===== src/sv/kabf_pkg.sv =====
// Package for the angle and gyro-bias Kalman filter core.
// Holds the register map, the sequencer state type and fixed constants.
// No dependencies.
`default_nettype none

package kabf_pkg;

    // register map, index = byte address / 4
    typedef enum logic [1:0] {
        REG_TIME_STEP     = 2'd0,
        REG_ANGLE_NOISE   = 2'd1,
        REG_BIAS_NOISE    = 2'd2,
        REG_MEASURE_NOISE = 2'd3
    } kabf_reg_t;

    localparam logic [31:0] TIME_STEP_RST     = 32'd42950;
    localparam logic [31:0] ANGLE_NOISE_RST   = 32'd16777;
    localparam logic [31:0] BIAS_NOISE_RST    = 32'd50332;
    localparam logic [31:0] MEASURE_NOISE_RST = 32'd503316;

    // initial covariance diagonal, 1000.0 with 32 fraction bits
    localparam logic [63:0] COV_INIT_RAW = 64'd1000 << 32;

    // serial multiplier digit
    localparam int unsigned DIGIT_BITS = 4;

    typedef enum logic [4:0] {
        ST_IDLE,
        ST_SUB_RB,
        ST_MUL_RB,
        ST_ADD_PP,
        ST_MUL_PBB,
        ST_SUB_QA,
        ST_MUL_T,
        ST_SUB_AB,
        ST_MUL_QB,
        ST_INNOV,
        ST_DIV_K0,
        ST_DIV_K1,
        ST_MUL_K0Y,
        ST_MUL_K1Y,
        ST_MUL_K1A,
        ST_MUL_K1B,
        ST_MUL_K0A,
        ST_MUL_K0B,
        ST_DONE
    } kabf_state_t;

endpackage

`default_nettype wire


===== src/sv/kalman_angle_bias_filter_core.sv =====
// Top level of the two-state Kalman filter (angle and gyro bias); depends on kabf_pkg.
// A sample is taken only in idle; the result reaches out_valid after the whole predict and
//   update sequence, which skips the divides when S is not positive.
// No new sample is taken until the last result is registered; a held result stalls the core.
// Built on one shared multiplier taking 4 bits a cycle and one restoring divider, 1 bit a cycle.
// Reset (rst_n low, asynchronous): registers to reset values, estimates zero, covariance diagonal 1000.0.
`default_nettype none

module kalman_angle_bias_filter_core
    import kabf_pkg::*;
#(
    parameter int unsigned STATE_WIDTH = 48
)(
    input  wire logic               clk,
    input  wire logic               rst_n,
    // sample channel
    input  wire logic               in_valid,
    output logic                    in_ready,
    input  wire logic signed [31:0] measured_angle,
    input  wire logic signed [31:0] angular_rate,
    input  wire logic               restart,
    // result channel
    output logic                    out_valid,
    input  wire logic               out_ready,
    output logic signed [31:0]      angle_estimate,
    output logic signed [31:0]      bias_estimate,
    // register port
    input  wire logic               psel,
    input  wire logic               penable,
    input  wire logic               pwrite,
    input  wire logic [3:0]         paddr,
    input  wire logic [31:0]        pwdata,
    output logic [31:0]             prdata,
    output logic                    pready
);

    localparam int unsigned W    = STATE_WIDTH;
    // multiplier: digits of the second operand, product register width
    localparam int unsigned MN   = (W + DIGIT_BITS - 1) / DIGIT_BITS;
    localparam int unsigned MB   = MN * DIGIT_BITS;
    localparam int unsigned PW   = W + MB;
    localparam int unsigned MCW  = $clog2(MN);
    // divider: one quotient bit per step
    localparam int unsigned DN   = W + 32;
    localparam int unsigned DCW  = $clog2(DN);

    localparam logic signed [W-1:0] SMAX = {1'b0, {(W-1){1'b1}}};
    localparam logic signed [W-1:0] SMIN = {1'b1, {(W-1){1'b0}}};
    localparam logic signed [64:0]  MAX65 = {{(65-W){1'b0}}, SMAX};
    localparam logic signed [64:0]  MIN65 = {{(65-W){1'b1}}, SMIN};
    localparam logic signed [64:0]  O32MAX = 65'sd2147483647;
    localparam logic signed [64:0]  O32MIN = -65'sd2147483648;

    // ------------------------------------------------------------------
    // Saturation helpers
    // ------------------------------------------------------------------
    function automatic logic signed [W-1:0] sat_wide(input logic signed [64:0] x);
        if (x > MAX65)
            return SMAX;
        else if (x < MIN65)
            return SMIN;
        else
            return x[W-1:0];
    endfunction

    function automatic logic signed [W-1:0] sat1(input logic signed [W:0] x);
        if (x[W] != x[W-1])
            return x[W] ? SMIN : SMAX;
        else
            return x[W-1:0];
    endfunction

    function automatic logic signed [W-1:0] sadd(input logic signed [W-1:0] a,
                                                 input logic signed [W-1:0] b);
        return sat1({a[W-1], a} + {b[W-1], b});
    endfunction

    function automatic logic signed [W-1:0] ssub(input logic signed [W-1:0] a,
                                                 input logic signed [W-1:0] b);
        return sat1({a[W-1], a} - {b[W-1], b});
    endfunction

    function automatic logic [W-1:0] magn(input logic signed [W-1:0] a);
        return a[W-1] ? (~a + 1'b1) : a;
    endfunction

    // drop 16 fraction bits toward zero, then clamp to 32 bits
    function automatic logic signed [31:0] to_out(input logic signed [W-1:0] x);
        logic [W-1:0]      ax;
        logic signed [64:0] v;
        ax = magn(x);
        v  = {{(65-W){1'b0}}, ax >> 16};
        if (x[W-1])
            v = -v;
        if (v > O32MAX)
            return 32'sh7fffffff;
        else if (v < O32MIN)
            return 32'sh80000000;
        else
            return v[31:0];
    endfunction

    // ------------------------------------------------------------------
    // Register port
    // ------------------------------------------------------------------
    logic [31:0] time_step_reg, angle_noise_reg, bias_noise_reg, measure_noise_reg;
    logic        cfg_wr;
    kabf_reg_t   cfg_idx;

    assign pready  = 1'b1;
    assign cfg_wr  = psel & penable & pwrite & pready;
    assign cfg_idx = kabf_reg_t'(paddr[3:2]);

    always_ff @(posedge clk or negedge rst_n)
    begin
        if (!rst_n)
        begin
            time_step_reg     <= TIME_STEP_RST;
            angle_noise_reg   <= ANGLE_NOISE_RST;
            bias_noise_reg    <= BIAS_NOISE_RST;
            measure_noise_reg <= MEASURE_NOISE_RST;
        end
        else if (cfg_wr)
        begin
            unique case (cfg_idx)
                REG_TIME_STEP:     time_step_reg     <= pwdata;
                REG_ANGLE_NOISE:   angle_noise_reg   <= pwdata;
                REG_BIAS_NOISE:    bias_noise_reg    <= pwdata;
                REG_MEASURE_NOISE: measure_noise_reg <= pwdata;
            endcase
        end
    end

    always_comb
    begin
        unique case (cfg_idx)
            REG_TIME_STEP:     prdata = time_step_reg;
            REG_ANGLE_NOISE:   prdata = angle_noise_reg;
            REG_BIAS_NOISE:    prdata = bias_noise_reg;
            REG_MEASURE_NOISE: prdata = measure_noise_reg;
        endcase
    end

    // noise terms move from 24 to 32 fraction bits; dt is a plain fraction
    logic signed [W-1:0] dt, qa, qb, rm;
    assign dt = {{(W-32){1'b0}}, time_step_reg};
    assign qa = sat_wide({25'b0, angle_noise_reg, 8'b0});
    assign qb = sat_wide({25'b0, bias_noise_reg, 8'b0});
    assign rm = sat_wide({25'b0, measure_noise_reg, 8'b0});

    // ------------------------------------------------------------------
    // Sequencer
    // ------------------------------------------------------------------
    kabf_state_t state_reg, state_next;
    logic        issued_reg, issued_next;
    logic        mul_start, div_start, mul_done_reg, div_done_reg;
    logic        s_pos, out_free;
    logic signed [W-1:0] s_reg;

    assign s_pos    = !s_reg[W-1] && (|s_reg);
    assign out_free = !out_valid || out_ready;

    always_comb
    begin
        state_next = state_reg;
        unique case (state_reg)
            ST_IDLE:    if (in_valid) state_next = ST_SUB_RB;
            ST_SUB_RB:  state_next = ST_MUL_RB;
            ST_MUL_RB:  if (mul_done_reg) state_next = ST_ADD_PP;
            ST_ADD_PP:  state_next = ST_MUL_PBB;
            ST_MUL_PBB: if (mul_done_reg) state_next = ST_SUB_QA;
            ST_SUB_QA:  state_next = ST_MUL_T;
            ST_MUL_T:   if (mul_done_reg) state_next = ST_SUB_AB;
            ST_SUB_AB:  state_next = ST_MUL_QB;
            ST_MUL_QB:  if (mul_done_reg) state_next = ST_INNOV;
            ST_INNOV:   state_next = ST_DIV_K0;
            ST_DIV_K0:
            begin
                priority if (!s_pos)
                    state_next = ST_MUL_K0Y;
                else if (div_done_reg)
                    state_next = ST_DIV_K1;
                else
                    state_next = ST_DIV_K0;
            end
            ST_DIV_K1:  if (div_done_reg) state_next = ST_MUL_K0Y;
            ST_MUL_K0Y: if (mul_done_reg) state_next = ST_MUL_K1Y;
            ST_MUL_K1Y: if (mul_done_reg) state_next = ST_MUL_K1A;
            ST_MUL_K1A: if (mul_done_reg) state_next = ST_MUL_K1B;
            ST_MUL_K1B: if (mul_done_reg) state_next = ST_MUL_K0A;
            ST_MUL_K0A: if (mul_done_reg) state_next = ST_MUL_K0B;
            ST_MUL_K0B: if (mul_done_reg) state_next = ST_DONE;
            ST_DONE:    if (out_free) state_next = ST_IDLE;
            default:    state_next = ST_IDLE;
        endcase
    end

    logic is_mul, is_div;
    always_comb
    begin
        is_mul = 1'b0;
        is_div = 1'b0;
        unique case (state_reg)
            ST_MUL_RB, ST_MUL_PBB, ST_MUL_T, ST_MUL_QB, ST_MUL_K0Y,
            ST_MUL_K1Y, ST_MUL_K1A, ST_MUL_K1B, ST_MUL_K0A, ST_MUL_K0B:
                is_mul = 1'b1;
            ST_DIV_K0, ST_DIV_K1:
                is_div = 1'b1;
            default: ;
        endcase
        in_ready  = (state_reg == ST_IDLE);
        mul_start = is_mul && !issued_reg;
        div_start = is_div && !issued_reg && s_pos;
        if (is_mul)
            issued_next = !mul_done_reg;
        else if (is_div)
            issued_next = s_pos && !div_done_reg;
        else
            issued_next = 1'b0;
    end

    always_ff @(posedge clk or negedge rst_n)
    begin
        if (!rst_n)
        begin
            state_reg  <= ST_IDLE;
            issued_reg <= 1'b0;
        end
        else
        begin
            state_reg  <= state_next;
            issued_reg <= issued_next;
        end
    end

    // ------------------------------------------------------------------
    // Filter state and scratch registers
    // ------------------------------------------------------------------
    logic signed [W-1:0] ang_reg, bia_reg, paa_reg, pab_reg, pba_reg, pbb_reg;
    logic signed [W-1:0] meas_reg, rate_reg, t_reg, tb_reg, y_reg, k0_reg, k1_reg;
    logic signed [W-1:0] mres, dres, cov_init;

    assign cov_init = sat_wide({1'b0, COV_INIT_RAW});

    // operand selection for the shared multiplier and divider
    logic signed [W-1:0] mop_a, mop_b, dnum;
    always_comb
    begin
        mop_a = dt;
        mop_b = t_reg;
        unique case (state_reg)
            ST_MUL_PBB: mop_b = pbb_reg;
            ST_MUL_QB:  mop_b = qb;
            ST_MUL_K0Y: begin mop_a = k0_reg; mop_b = y_reg;   end
            ST_MUL_K1Y: begin mop_a = k1_reg; mop_b = y_reg;   end
            ST_MUL_K1A: begin mop_a = k1_reg; mop_b = paa_reg; end
            ST_MUL_K1B: begin mop_a = k1_reg; mop_b = pab_reg; end
            ST_MUL_K0A: begin mop_a = k0_reg; mop_b = paa_reg; end
            ST_MUL_K0B: begin mop_a = k0_reg; mop_b = pab_reg; end
            default: ;
        endcase
        dnum = (state_reg == ST_DIV_K1) ? pba_reg : paa_reg;
    end

    always_ff @(posedge clk or negedge rst_n)
    begin
        if (!rst_n)
        begin
            ang_reg <= '0;
            bia_reg <= '0;
            paa_reg <= cov_init;
            pab_reg <= '0;
            pba_reg <= '0;
            pbb_reg <= cov_init;
        end
        else
        begin
            unique case (state_reg)
                ST_IDLE:
                begin
                    if (in_valid)
                    begin
                        meas_reg <= sat_wide({{17{measured_angle[31]}}, measured_angle, 16'b0});
                        rate_reg <= sat_wide({{17{angular_rate[31]}}, angular_rate, 16'b0});
                        // restart: drop the estimates before this sample
                        if (restart)
                        begin
                            ang_reg <= '0;
                            bia_reg <= '0;
                            paa_reg <= cov_init;
                            pab_reg <= '0;
                            pba_reg <= '0;
                            pbb_reg <= cov_init;
                        end
                    end
                end
                ST_SUB_RB:  t_reg <= ssub(rate_reg, bia_reg);
                ST_MUL_RB:  if (mul_done_reg) ang_reg <= sadd(ang_reg, mres);
                ST_ADD_PP:  t_reg <= sadd(pab_reg, pba_reg);
                ST_MUL_PBB:
                begin
                    if (mul_done_reg)
                    begin
                        t_reg  <= ssub(t_reg, mres);
                        tb_reg <= mres;
                    end
                end
                ST_SUB_QA:  t_reg <= ssub(t_reg, qa);
                ST_MUL_T:   if (mul_done_reg) paa_reg <= ssub(paa_reg, mres);
                ST_SUB_AB:
                begin
                    pab_reg <= ssub(pab_reg, tb_reg);
                    pba_reg <= ssub(pba_reg, tb_reg);
                end
                ST_MUL_QB:  if (mul_done_reg) pbb_reg <= sadd(pbb_reg, mres);
                ST_INNOV:
                begin
                    y_reg <= ssub(meas_reg, ang_reg);
                    s_reg <= sadd(paa_reg, rm);
                end
                ST_DIV_K0:
                begin
                    // non-positive innovation variance: zero gains
                    priority if (!s_pos)
                    begin
                        k0_reg <= '0;
                        k1_reg <= '0;
                    end
                    else
                    begin
                        if (div_done_reg)
                            k0_reg <= dres;
                    end
                end
                ST_DIV_K1:  if (div_done_reg) k1_reg <= dres;
                ST_MUL_K0Y: if (mul_done_reg) ang_reg <= sadd(ang_reg, mres);
                ST_MUL_K1Y: if (mul_done_reg) bia_reg <= sadd(bia_reg, mres);
                // second row first, so it sees the uncorrected p00 and p01
                ST_MUL_K1A: if (mul_done_reg) pba_reg <= ssub(pba_reg, mres);
                ST_MUL_K1B: if (mul_done_reg) pbb_reg <= ssub(pbb_reg, mres);
                ST_MUL_K0A: if (mul_done_reg) paa_reg <= ssub(paa_reg, mres);
                ST_MUL_K0B: if (mul_done_reg) pab_reg <= ssub(pab_reg, mres);
                ST_DONE: ;
                default: ;
            endcase
        end
    end

    // ------------------------------------------------------------------
    // Serial multiplier: magnitude product, 4 bits of mop_b per cycle
    // ------------------------------------------------------------------
    logic [W-1:0]   mu_a_reg;
    logic [PW-1:0]  mu_pr_reg;
    logic           mu_neg_reg, mu_busy_reg;
    logic [MCW-1:0] mu_cnt_reg;
    logic [W+3:0]   mu_sum;
    logic           mu_ovf;
    logic [W-2:0]   mu_mag;

    assign mu_sum = (W+4)'(mu_pr_reg[PW-1:MB])
                  + (W+4)'(mu_a_reg) * (W+4)'(mu_pr_reg[DIGIT_BITS-1:0]);

    always_ff @(posedge clk or negedge rst_n)
    begin
        if (!rst_n)
        begin
            mu_busy_reg  <= 1'b0;
            mul_done_reg <= 1'b0;
            mu_cnt_reg   <= '0;
        end
        else
        begin
            mul_done_reg <= 1'b0;
            if (mul_start)
            begin
                mu_busy_reg <= 1'b1;
                mu_cnt_reg  <= '0;
            end
            else if (mu_busy_reg)
            begin
                mu_cnt_reg <= mu_cnt_reg + 1'b1;
                if (mu_cnt_reg == MCW'(MN - 1))
                begin
                    mu_busy_reg  <= 1'b0;
                    mul_done_reg <= 1'b1;
                end
            end
        end
    end

    always_ff @(posedge clk)
    begin
        if (mul_start)
        begin
            mu_a_reg   <= magn(mop_a);
            mu_pr_reg  <= PW'(magn(mop_b));
            mu_neg_reg <= mop_a[W-1] ^ mop_b[W-1];
        end
        else if (mu_busy_reg)
            mu_pr_reg <= {mu_sum, mu_pr_reg[MB-1:DIGIT_BITS]};
    end

    // keep 32 fraction bits, clamp where the magnitude leaves the range
    assign mu_ovf = |mu_pr_reg[PW-1:W+31];
    assign mu_mag = mu_pr_reg[W+30:32];
    always_comb
    begin
        if (mu_ovf)
            mres = mu_neg_reg ? SMIN : SMAX;
        else if (mu_neg_reg)
            mres = -$signed({1'b0, mu_mag});
        else
            mres = $signed({1'b0, mu_mag});
    end

    // ------------------------------------------------------------------
    // Serial divider: restoring, one quotient bit per cycle
    // ------------------------------------------------------------------
    logic [W-1:0]   dv_d_reg, dv_rem_reg;
    logic [DN-1:0]  dv_q_reg;
    logic           dv_neg_reg, dv_busy_reg;
    logic [DCW-1:0] dv_cnt_reg;
    logic [W:0]     dv_trial;
    logic           dv_ovf;

    assign dv_trial = {dv_rem_reg, dv_q_reg[DN-1]} - {1'b0, dv_d_reg};

    always_ff @(posedge clk or negedge rst_n)
    begin
        if (!rst_n)
        begin
            dv_busy_reg  <= 1'b0;
            div_done_reg <= 1'b0;
            dv_cnt_reg   <= '0;
        end
        else
        begin
            div_done_reg <= 1'b0;
            if (div_start)
            begin
                dv_busy_reg <= 1'b1;
                dv_cnt_reg  <= '0;
            end
            else if (dv_busy_reg)
            begin
                dv_cnt_reg <= dv_cnt_reg + 1'b1;
                if (dv_cnt_reg == DCW'(DN - 1))
                begin
                    dv_busy_reg  <= 1'b0;
                    div_done_reg <= 1'b1;
                end
            end
        end
    end

    always_ff @(posedge clk)
    begin
        if (div_start)
        begin
            dv_d_reg   <= s_reg;
            dv_rem_reg <= '0;
            dv_q_reg   <= {magn(dnum), 32'b0};
            dv_neg_reg <= dnum[W-1];
        end
        else if (dv_busy_reg)
        begin
            if (!dv_trial[W])
                dv_rem_reg <= dv_trial[W-1:0];
            else
                dv_rem_reg <= {dv_rem_reg[W-2:0], dv_q_reg[DN-1]};
            dv_q_reg <= {dv_q_reg[DN-2:0], !dv_trial[W]};
        end
    end

    assign dv_ovf = |dv_q_reg[DN-1:W-1];
    always_comb
    begin
        if (dv_ovf)
            dres = dv_neg_reg ? SMIN : SMAX;
        else if (dv_neg_reg)
            dres = -$signed({1'b0, dv_q_reg[W-2:0]});
        else
            dres = $signed({1'b0, dv_q_reg[W-2:0]});
    end

    // ------------------------------------------------------------------
    // Result register: holds a transfer until taken, frees the sequencer
    // ------------------------------------------------------------------
    always_ff @(posedge clk or negedge rst_n)
    begin
        if (!rst_n)
            out_valid <= 1'b0;
        else if (state_reg == ST_DONE && out_free)
            out_valid <= 1'b1;
        else if (out_ready)
            out_valid <= 1'b0;
    end

    always_ff @(posedge clk)
    begin
        if (state_reg == ST_DONE && out_free)
        begin
            angle_estimate <= to_out(ang_reg);
            bias_estimate  <= to_out(bia_reg);
        end
    end

endmodule

`default_nettype wire


===== config.mk =====
export PLATFORM = sky130hd
export DESIGN_NAME = kalman_angle_bias_filter_core
export DESIGN_NICKNAME = d
export VERILOG_FILES = /design/src/sv/kabf_pkg.sv /design/src/sv/kalman_angle_bias_filter_core.sv
export SDC_FILE = /design/constraint.sdc
export NUM_CORES = 2
export LEC_CHECK = 0
export BUFFER_PORTS_ARGS = -buffer_cell sky130_fd_sc_hd__buf_2
export CAP_MARGIN = 10
export CORE_UTILIZATION = 31
export CTS_CLUSTER_SIZE = 40
export DETAILED_ROUTE_END_ITERATION = 10
export SETUP_SLACK_MARGIN = 0.3
export SKIP_CTS_REPAIR_TIMING = 1
export SYNTH_ARGS = -nofsm -noshare
export SYNTH_HDL_FRONTEND = slang
export SYNTH_SLANG_ARGS = --single-unit

===== constraint.sdc =====
create_clock -name clk -period 9.9 [get_ports clk]
set_input_delay 1.485 -clock clk [delete_from_list [all_inputs] [get_ports clk]]
set_output_delay 1.485 -clock clk [all_outputs]
set_load 0.02 [all_outputs]

=== Word level (Yosys, flattened, before mapping) ===
Index checks and enable logic that the tools add are counted.

* Bits in registers: 1208
* Input port bits: 108
* Output and inout port bits: 99
* Logic and storage cells: 313

* Multipliers: 1
* Bitwise gates (word level): 8
* Equal/unequal tests: 56
* $lt $le $gt $ge: 8
* Multiplexer cells: 118
* Reduce and logical (&&, ||, !) cells: 55
* Add/sub/neg operators: 28

{| class="wikitable"
|+ Operator list
! operator !! number
|-
| 2-to-1 mux 48 bit || 60
|-
| case mux 48 bit (2 select lines) || 5
|-
| subtractor 48 x 48 -> 49 bit || 9
|-
| case mux 48 bit (3 select lines) || 3
|-
| 2-to-1 mux 65 bit || 4
|-
| adder 48 x 1 -> 48 bit, second input constant || 5
|-
| inverter 48 bit || 5
|-
| case mux 48 bit (5 select lines) || 1
|-
| adder 48 x 48 -> 49 bit || 4
|-
| case mux 48 bit (4 select lines) || 1
|-
| 2-to-1 mux 80 bit || 2
|-
| > comparator 65 x 32 -> 1 bit, second input constant || 2
|-
| < comparator 65 x 32 -> 1 bit, second input constant || 2
|-
| negator 32 -> 65 bit || 2
|-
| case mux 32 bit (4 select lines) || 1
|-
| > comparator 48 bit, second input constant || 2
|-
| < comparator 48 bit, second input constant || 2
|-
| negator 47 -> 48 bit || 2
|-
| case mux 5 bit (19 select lines) || 1
|-
| 2-to-1 mux 5 bit || 13
|-
| 2-to-1 mux 32 bit || 2
|-
| adder 48 x 52 -> 52 bit || 1
|-
| multiplier 48 x 4 -> 52 bit || 1
|-
| adder 48 x 41 -> 49 bit || 1
|-
| other kinds (42) || 143
|}

=== Logic depth before layout (Yosys ltp) ===
* Depth in word-level cells: 8
* Depth in mapped cells: 29
* Gate-level depth less buffers: 27

=== Worst setup path after synthesis ===
No wires, ideal clock.

* Kind: register to register
* Start: register mu_pr_reg[33]
* End: register paa_reg[24]
* Period minus slack after synthesis: 6884 ps
* Setup time: 83 ps
* Data required time: 9817 ps
* Path buffers: 2
* Setup slack: 3016 ps
* Cell stages (with the launch flop): 30
* Arrival: 6802 ps
* Cells stage by stage: edfxtp_1 > inv_1 > ha_1 > nor3b_1 > nand3_1 > or3_1 > or4_1 > or2_2 > nor3_1 > nand2_1 > or4_1 > o41ai_1 > nand2_1 > o311ai_0 > inv_1 > ha_1 > a21o_1 > a21o_1 > a21o_1 > a21o_1 > a21o_1 > a21oi_1 > o211ai_1 > a21o_1 > xnor2_1 > xnor2_1 > clkbuf_1 > buf_1 > nor2_1 > o21ai_0

* Cells in the longest elaborated chain, start to end: 8
* Elaborated cells between the ends (all ways): 9
* Those cells by class: 2 x add/sub; 1 x eq/ne; 6 x mux

{| class="wikitable"
|+ Ends and longest elaborated chain
! what !! line !! RTL
|-
| start: declaration || kalman_angle_bias_filter_core.sv:353 || <nowiki>logic [PW-1:0] mu_pr_reg;</nowiki>
|-
| start signal: assignment || kalman_angle_bias_filter_core.sv:396 || <nowiki>mu_pr_reg <= PW'(magn(mop_b));</nowiki>
|-
| start signal: assignment || kalman_angle_bias_filter_core.sv:400 || <nowiki>mu_pr_reg <= {mu_sum, mu_pr_reg[MB-1:DIGIT_BITS]};</nowiki>
|-
| negator 47 -> 48 bit (*) || kalman_angle_bias_filter_core.sv:411 || <nowiki>mres = -$signed({1'b0, mu_mag});</nowiki>
|-
| 2-to-1 mux 48 bit (*) || kalman_angle_bias_filter_core.sv:410 || <nowiki>else if (mu_neg_reg)</nowiki>
|-
| 2-to-1 mux 48 bit (*) || kalman_angle_bias_filter_core.sv:408 || <nowiki>if (mu_ovf)</nowiki>
|-
| net mres[40] || kalman_angle_bias_filter_core.sv:241 || <nowiki>logic signed [W-1:0] mres, dres, cov_init;</nowiki>
|-
| subtractor 48 x 48 -> 49 bit (*) || kalman_angle_bias_filter_core.sv:80 || <nowiki>return sat1({a[W-1], a} - {b[W-1], b});</nowiki>
|-
| 2-to-1 mux 48 bit or inequality test 1 bit (tied branches) || kalman_angle_bias_filter_core.sv:68, kalman_angle_bias_filter_core.sv:67 ||
|-
| 2-to-1 mux 48 bit (*) || kalman_angle_bias_filter_core.sv:67 || <nowiki>if (x[W] != x[W-1])</nowiki>
|-
| 2-to-1 mux 48 bit (*) || kalman_angle_bias_filter_core.sv:341 || <nowiki>ST_MUL_K0A: if (mul_done_reg) paa_reg <= ssub(paa_reg, mres);</nowiki>
|-
| case mux 48 bit (2 select lines) (*) || kalman_angle_bias_filter_core.sv:278 || <nowiki>unique case (state_reg)</nowiki>
|-
| end signal: assignment || kalman_angle_bias_filter_core.sv:271 || <nowiki>paa_reg <= cov_init;</nowiki>
|-
| end signal: assignment || kalman_angle_bias_filter_core.sv:290 || <nowiki>paa_reg <= cov_init;</nowiki>
|-
| end signal: assignment || kalman_angle_bias_filter_core.sv:341 ||
|-
| end: declaration || kalman_angle_bias_filter_core.sv:239 || <nowiki>logic signed [W-1:0] ang_reg, bia_reg, paa_reg, pab_reg, pba_reg, pbb_reg;</nowiki>
|}

Mark *: on every way through the listed nets, which the timed path passes. The rest lies on a longest branch. The select of a mux whose other input is x is not followed.
A chain may end at the register's enable or synchronous reset.

=== Worst setup path in the final report ===
* Start: register mu_pr_reg[34]
* End: register pab_reg[42]

* Cells in the longest elaborated chain, start to end: 8
* Elaborated cells between the ends (all ways): 9
* Those cells by class: 2 x add/sub; 1 x eq/ne; 6 x mux

{| class="wikitable"
|+ Ends and longest elaborated chain
! what !! line !! RTL
|-
| negator 47 -> 48 bit (*) || kalman_angle_bias_filter_core.sv:411 ||
|-
| 2-to-1 mux 48 bit (*) || kalman_angle_bias_filter_core.sv:410 ||
|-
| 2-to-1 mux 48 bit (*) || kalman_angle_bias_filter_core.sv:408 ||
|-
| net mres[25] || kalman_angle_bias_filter_core.sv:241 ||
|-
| subtractor 48 x 48 -> 49 bit (*) || kalman_angle_bias_filter_core.sv:80 ||
|-
| 2-to-1 mux 48 bit or inequality test 1 bit (tied branches) || kalman_angle_bias_filter_core.sv:68, kalman_angle_bias_filter_core.sv:67 ||
|-
| 2-to-1 mux 48 bit (*) || kalman_angle_bias_filter_core.sv:67 ||
|-
| 2-to-1 mux 48 bit (*) || kalman_angle_bias_filter_core.sv:342 || <nowiki>ST_MUL_K0B: if (mul_done_reg) pab_reg <= ssub(pab_reg, mres);</nowiki>
|-
| case mux 48 bit (3 select lines) (*) || kalman_angle_bias_filter_core.sv:278 ||
|-
| end signal: assignment || kalman_angle_bias_filter_core.sv:312 || <nowiki>pab_reg <= ssub(pab_reg, tb_reg);</nowiki>
|-
| end signal: assignment || kalman_angle_bias_filter_core.sv:342 ||
|-
| end: declaration || kalman_angle_bias_filter_core.sv:239 ||
|}

Marked as above.

==> key figures <==
Logic synthesis
  – Synth unique cells: 107
  – Cell area after synthesis: 105300 um^2
  – Number of instances in the synthesized netlist: around 12k
  – Share of async-settable or async-resettable flops after synthesis: 37.24%
  – Dominant cells by area after synthesis: edfxtp_1, dfrtp_1, ha_1, o21ai_0, xnor2_1
  – Post-Syn Nets: 13.51k
  – Fraction of the yosys area taken by sequential cells: 30.28%
  – Cell type with the highest aggregate area in the netlist: edfxtp_1
  – Ys Warns: 0
  – Portion of synthesized cell area occupied by the leading cell type: about 17%
  – Dominant synthesized flop cell: edfxtp_1
  – Register bit count reported by yosys: around 1.2k
  – Post-synth EDFFs: 610
  – Synthesized area divided by synthesized cell count: around 8.4 um^2

Status
  – Status: finished clean

Floorplan
  – Die Ht: between 500 and 600 um
  – Site row count: approximately 210
  – Horizontal die dimension: roughly 580 um
  – Starting density of the core: a little under a third
  – Total core area: about 340000 um^2
  – Top-level I/O count: approximately 210
  – Area of the die: roughly 340000 um^2

Cells and area
  – Flip-flop count of the largest register after layout: 96
  – Area added between synthesis and finish: 11.06%
  – Area taken by multi-input logic gates: 69400 um^2
  – Number of nets in the finished design: 13.47k
  – Number of filler instances in the final layout: 35.23k
  – Share of final-layout standard cells stronger than drive strength 1: about 8.5%
  – Final std cell area, no fill: approximately 120000 um^2
  – FF/Latch Area: approximately 32000 um^2

Global routing
  – Global-route wire length before repair: 636.1 mm
  – Antenna violations before repair: 59
  – Grt total ovfl: 0
  – Largest net degree at the start of global routing: 142
  – Vias in the first global route: between 90k and 100k
  – Total routing usage reported by global routing: 25.14%

Detailed routing
  – Average routed wire per standard cell: 26.04 um
  – Count of vias placed by the detailed router: about 100k
  – Antenna viol nets, final: 0
  – Violation count after the first detailed-routing iteration: around 12k
  – Final wirelength: 445.0 mm
  – Final routed DRC violation total: 0
  – Drt first pass iters: 10
  – Post-detailed-route via-to-cell ratio: 5.830

Flow run
  – Number of max-capacitance violations reported: 0

Timing
  – Maximum frequency from static timing analysis: 113.3 MHz
  – Number of pins exceeding their max-slew limit in the final report: 0
  – Slack of the critical path: between 1 and 1.5 ns
  – Minimum hold slack: 0.4472 ns
  – Final worst path period need: 8.825 ns
  – RSZ-0062 raised after global routing: false
  – Worst clock skew: 0.07183 ns
  – Setup TNS Final: 0 ns
  – Period utilisation layout: a little under 90%
  – Tightest Pin Transition: 1.234 ns
  – Slew Limit Headroom: 17.74%
  – Final number of hold-violating endpoints: 0
  – Number of setup violations in the final report: 0

Critical path
  – Critical Path AT: 9.62 ns
  – Reg-to-Reg Start: mu_pr_reg[34]$_DFFE_PP_
  – Cell with the most instances on the worst path: nand2_1
  – Beginning of the critical path: mu_pr_reg[34]$_DFFE_PP_
  – Required time of the critical path: 10.69 ns
  – Delay-heaviest family, CP: simple AND/OR/NAND/NOR gates
  – Slowest cell on the critical path: o41ai_1
  – Type of the worst setup path: flop to flop
  – Worst-path fanout max: 20
  – Buffers plus inverters on the worst setup path: 1
  – CP max stage delay: 0.92 ns
  – Kind of launch point of the worst setup path: flop
  – Worst setup EP type: flop
  – Cell chain of the critical path: nor3_1, and3_1, nand4_1, or3_1, or3_1, or3_1, nor3_1, a21oi_1, o22ai_2, inv_1, ha_1, and4_1, and4_1, and4_1, nand2_1, o2111ai_1, nand2_1, o41ai_1, nor4b_1, a211o_1, nand2_1, o221ai_1, nand2_1

Placed design
  – Number of I/O port buffers: 203
  – Standard cell area after detailed placement: 111900 um^2
  – Routability Congestion: 1.022
  – HPWL after detailed placement: 350.4 mm
  – Dpl ws: 1.354 ns

Clock tree
  – Number of CTS-inserted buffers: 154
  – Root buffer selected by CTS: clkbuf_16
  – Clock latency reported for the late side of the worst-skew pair: slightly below 0.9 ns
  – # clock sinks: 1176
  – Clock transition at the registers of the reported paths: 0.06 ns
  – Maximum buffer depth of the clock tree: 4
  – H-tree depth: 4
  – TritonCTS clock tree: yes

Worst hold path
  – Path type of the worst min-delay path: flop to flop
  – Origin of the worst min-delay path: s_reg[37]$_DFFE_PP_
Yosys cell counts (all sizes together) (81+ instances only):
cell,n
nand4,135
mux2i,195
clkbuf,524
a31oi,181
inv,630
or3,117
edfxtp,610
mux2,138
nand3,356
and3,106
nor3,287
a21o,380
nand2,1168
o21a,143
nor2b,109
and2,126
nand2b,132
xnor2,638
o31ai,82
dfxtp,128
nor2,957
a21oi,954
a211oi,146
o211ai,94
ha,780
nor4,81
o21bai,133
dfrtp,395
fa,153
xor2,309
o21ai,1243
path summary, 6_finish.rpt:
kind	endpoint	slack, ns	depth (start not counted)
setup / recovery	pab_reg[42]$_DFFE_PN0P_	1.08	23
hold / removal	dv_d_reg[37]$_DFFE_PP_	0.45	0
setup reg to reg	pab_reg[42]$_DFFE_PN0P_	1.08	23
hold reg to reg	dv_d_reg[37]$_DFFE_PP_	0.45	0
max in group asynchronous	pbb_reg[6]$_DFFE_PN0P_	6.69	4
min in group asynchronous	state_reg[2]$_DFFE_PN0P_	0.54	1
per-layer routing:
| layer | GRT usage (%) | vias up | wire length (um) |
|---|---|---|---|
| met5 | 0 | - | 77 |
| met4 | 11.63 | 12 | 22870 |
| met3 | 4.913 | 767 | 44140 |
| met2 | 36.72 | 4617 | 183400 |
| met1 | 35.46 | 48540 | 194400 |
| li1 | - | 45700 | - |
metrics by stage:
stage               utilization (%)  std cells
floorplan                         -      12470
CTS                           34.65      17060
detailed placement            33.16      16790
global route                  34.65      17060
global placement              33.16      16790
finish                        34.67      17090
worst reg2reg max path: cells and delay by family, from the launching register on:
kind            cells  cell delay (ns)
buf+inv             1             0.41
simple gates       15             4.70
flops               1             0.48
fa+ha+maj           1             0.51
compound gates      6             2.69
logic make-up (layout without fill, tap and decap cells):
kind of cell	after synthesis	count (layout)	synth area share [%]
mux	365	365	4.013
other cells	1	32	0.003560
fa+ha+maj	957	957	12.40
flops	1176	1176	30.28
simple gates	3791	3791	17.09
xor+xnor	947	947	7.874
compound gates	4001	4001	23.94
buf+inv	1229	1306	4.394
layout make-up:
type	count	area share (%)
antenna	31	0.06632
clock buffer	192	3.583
timing repair buffer	398	2.150
clock inverter	79	0.7220
multi-input combinational	10060	59.33
sequential	1176	27.27
inverter	637	2.048
tap	4515	4.829
placed cells by master, fill, tap and decap left out, types with 308 or more instances in the layout:
cell      Yosys  layout
nor2_1      956     950
nand2_1    1168    1166
nand3_1     356     354
a21o_1      380     380
xnor2_1     638     632
xor2_1      309     308
o21ai_0    1237    1231
dfrtp_1     395     391
a21oi_1     954     952
inv_1       629     626
ha_1        780     780
edfxtp_1    610     610
Power is left out: the tool's default activity adds up to more than one toggle a clock period on the data nets, which glitch-free logic cannot reach.
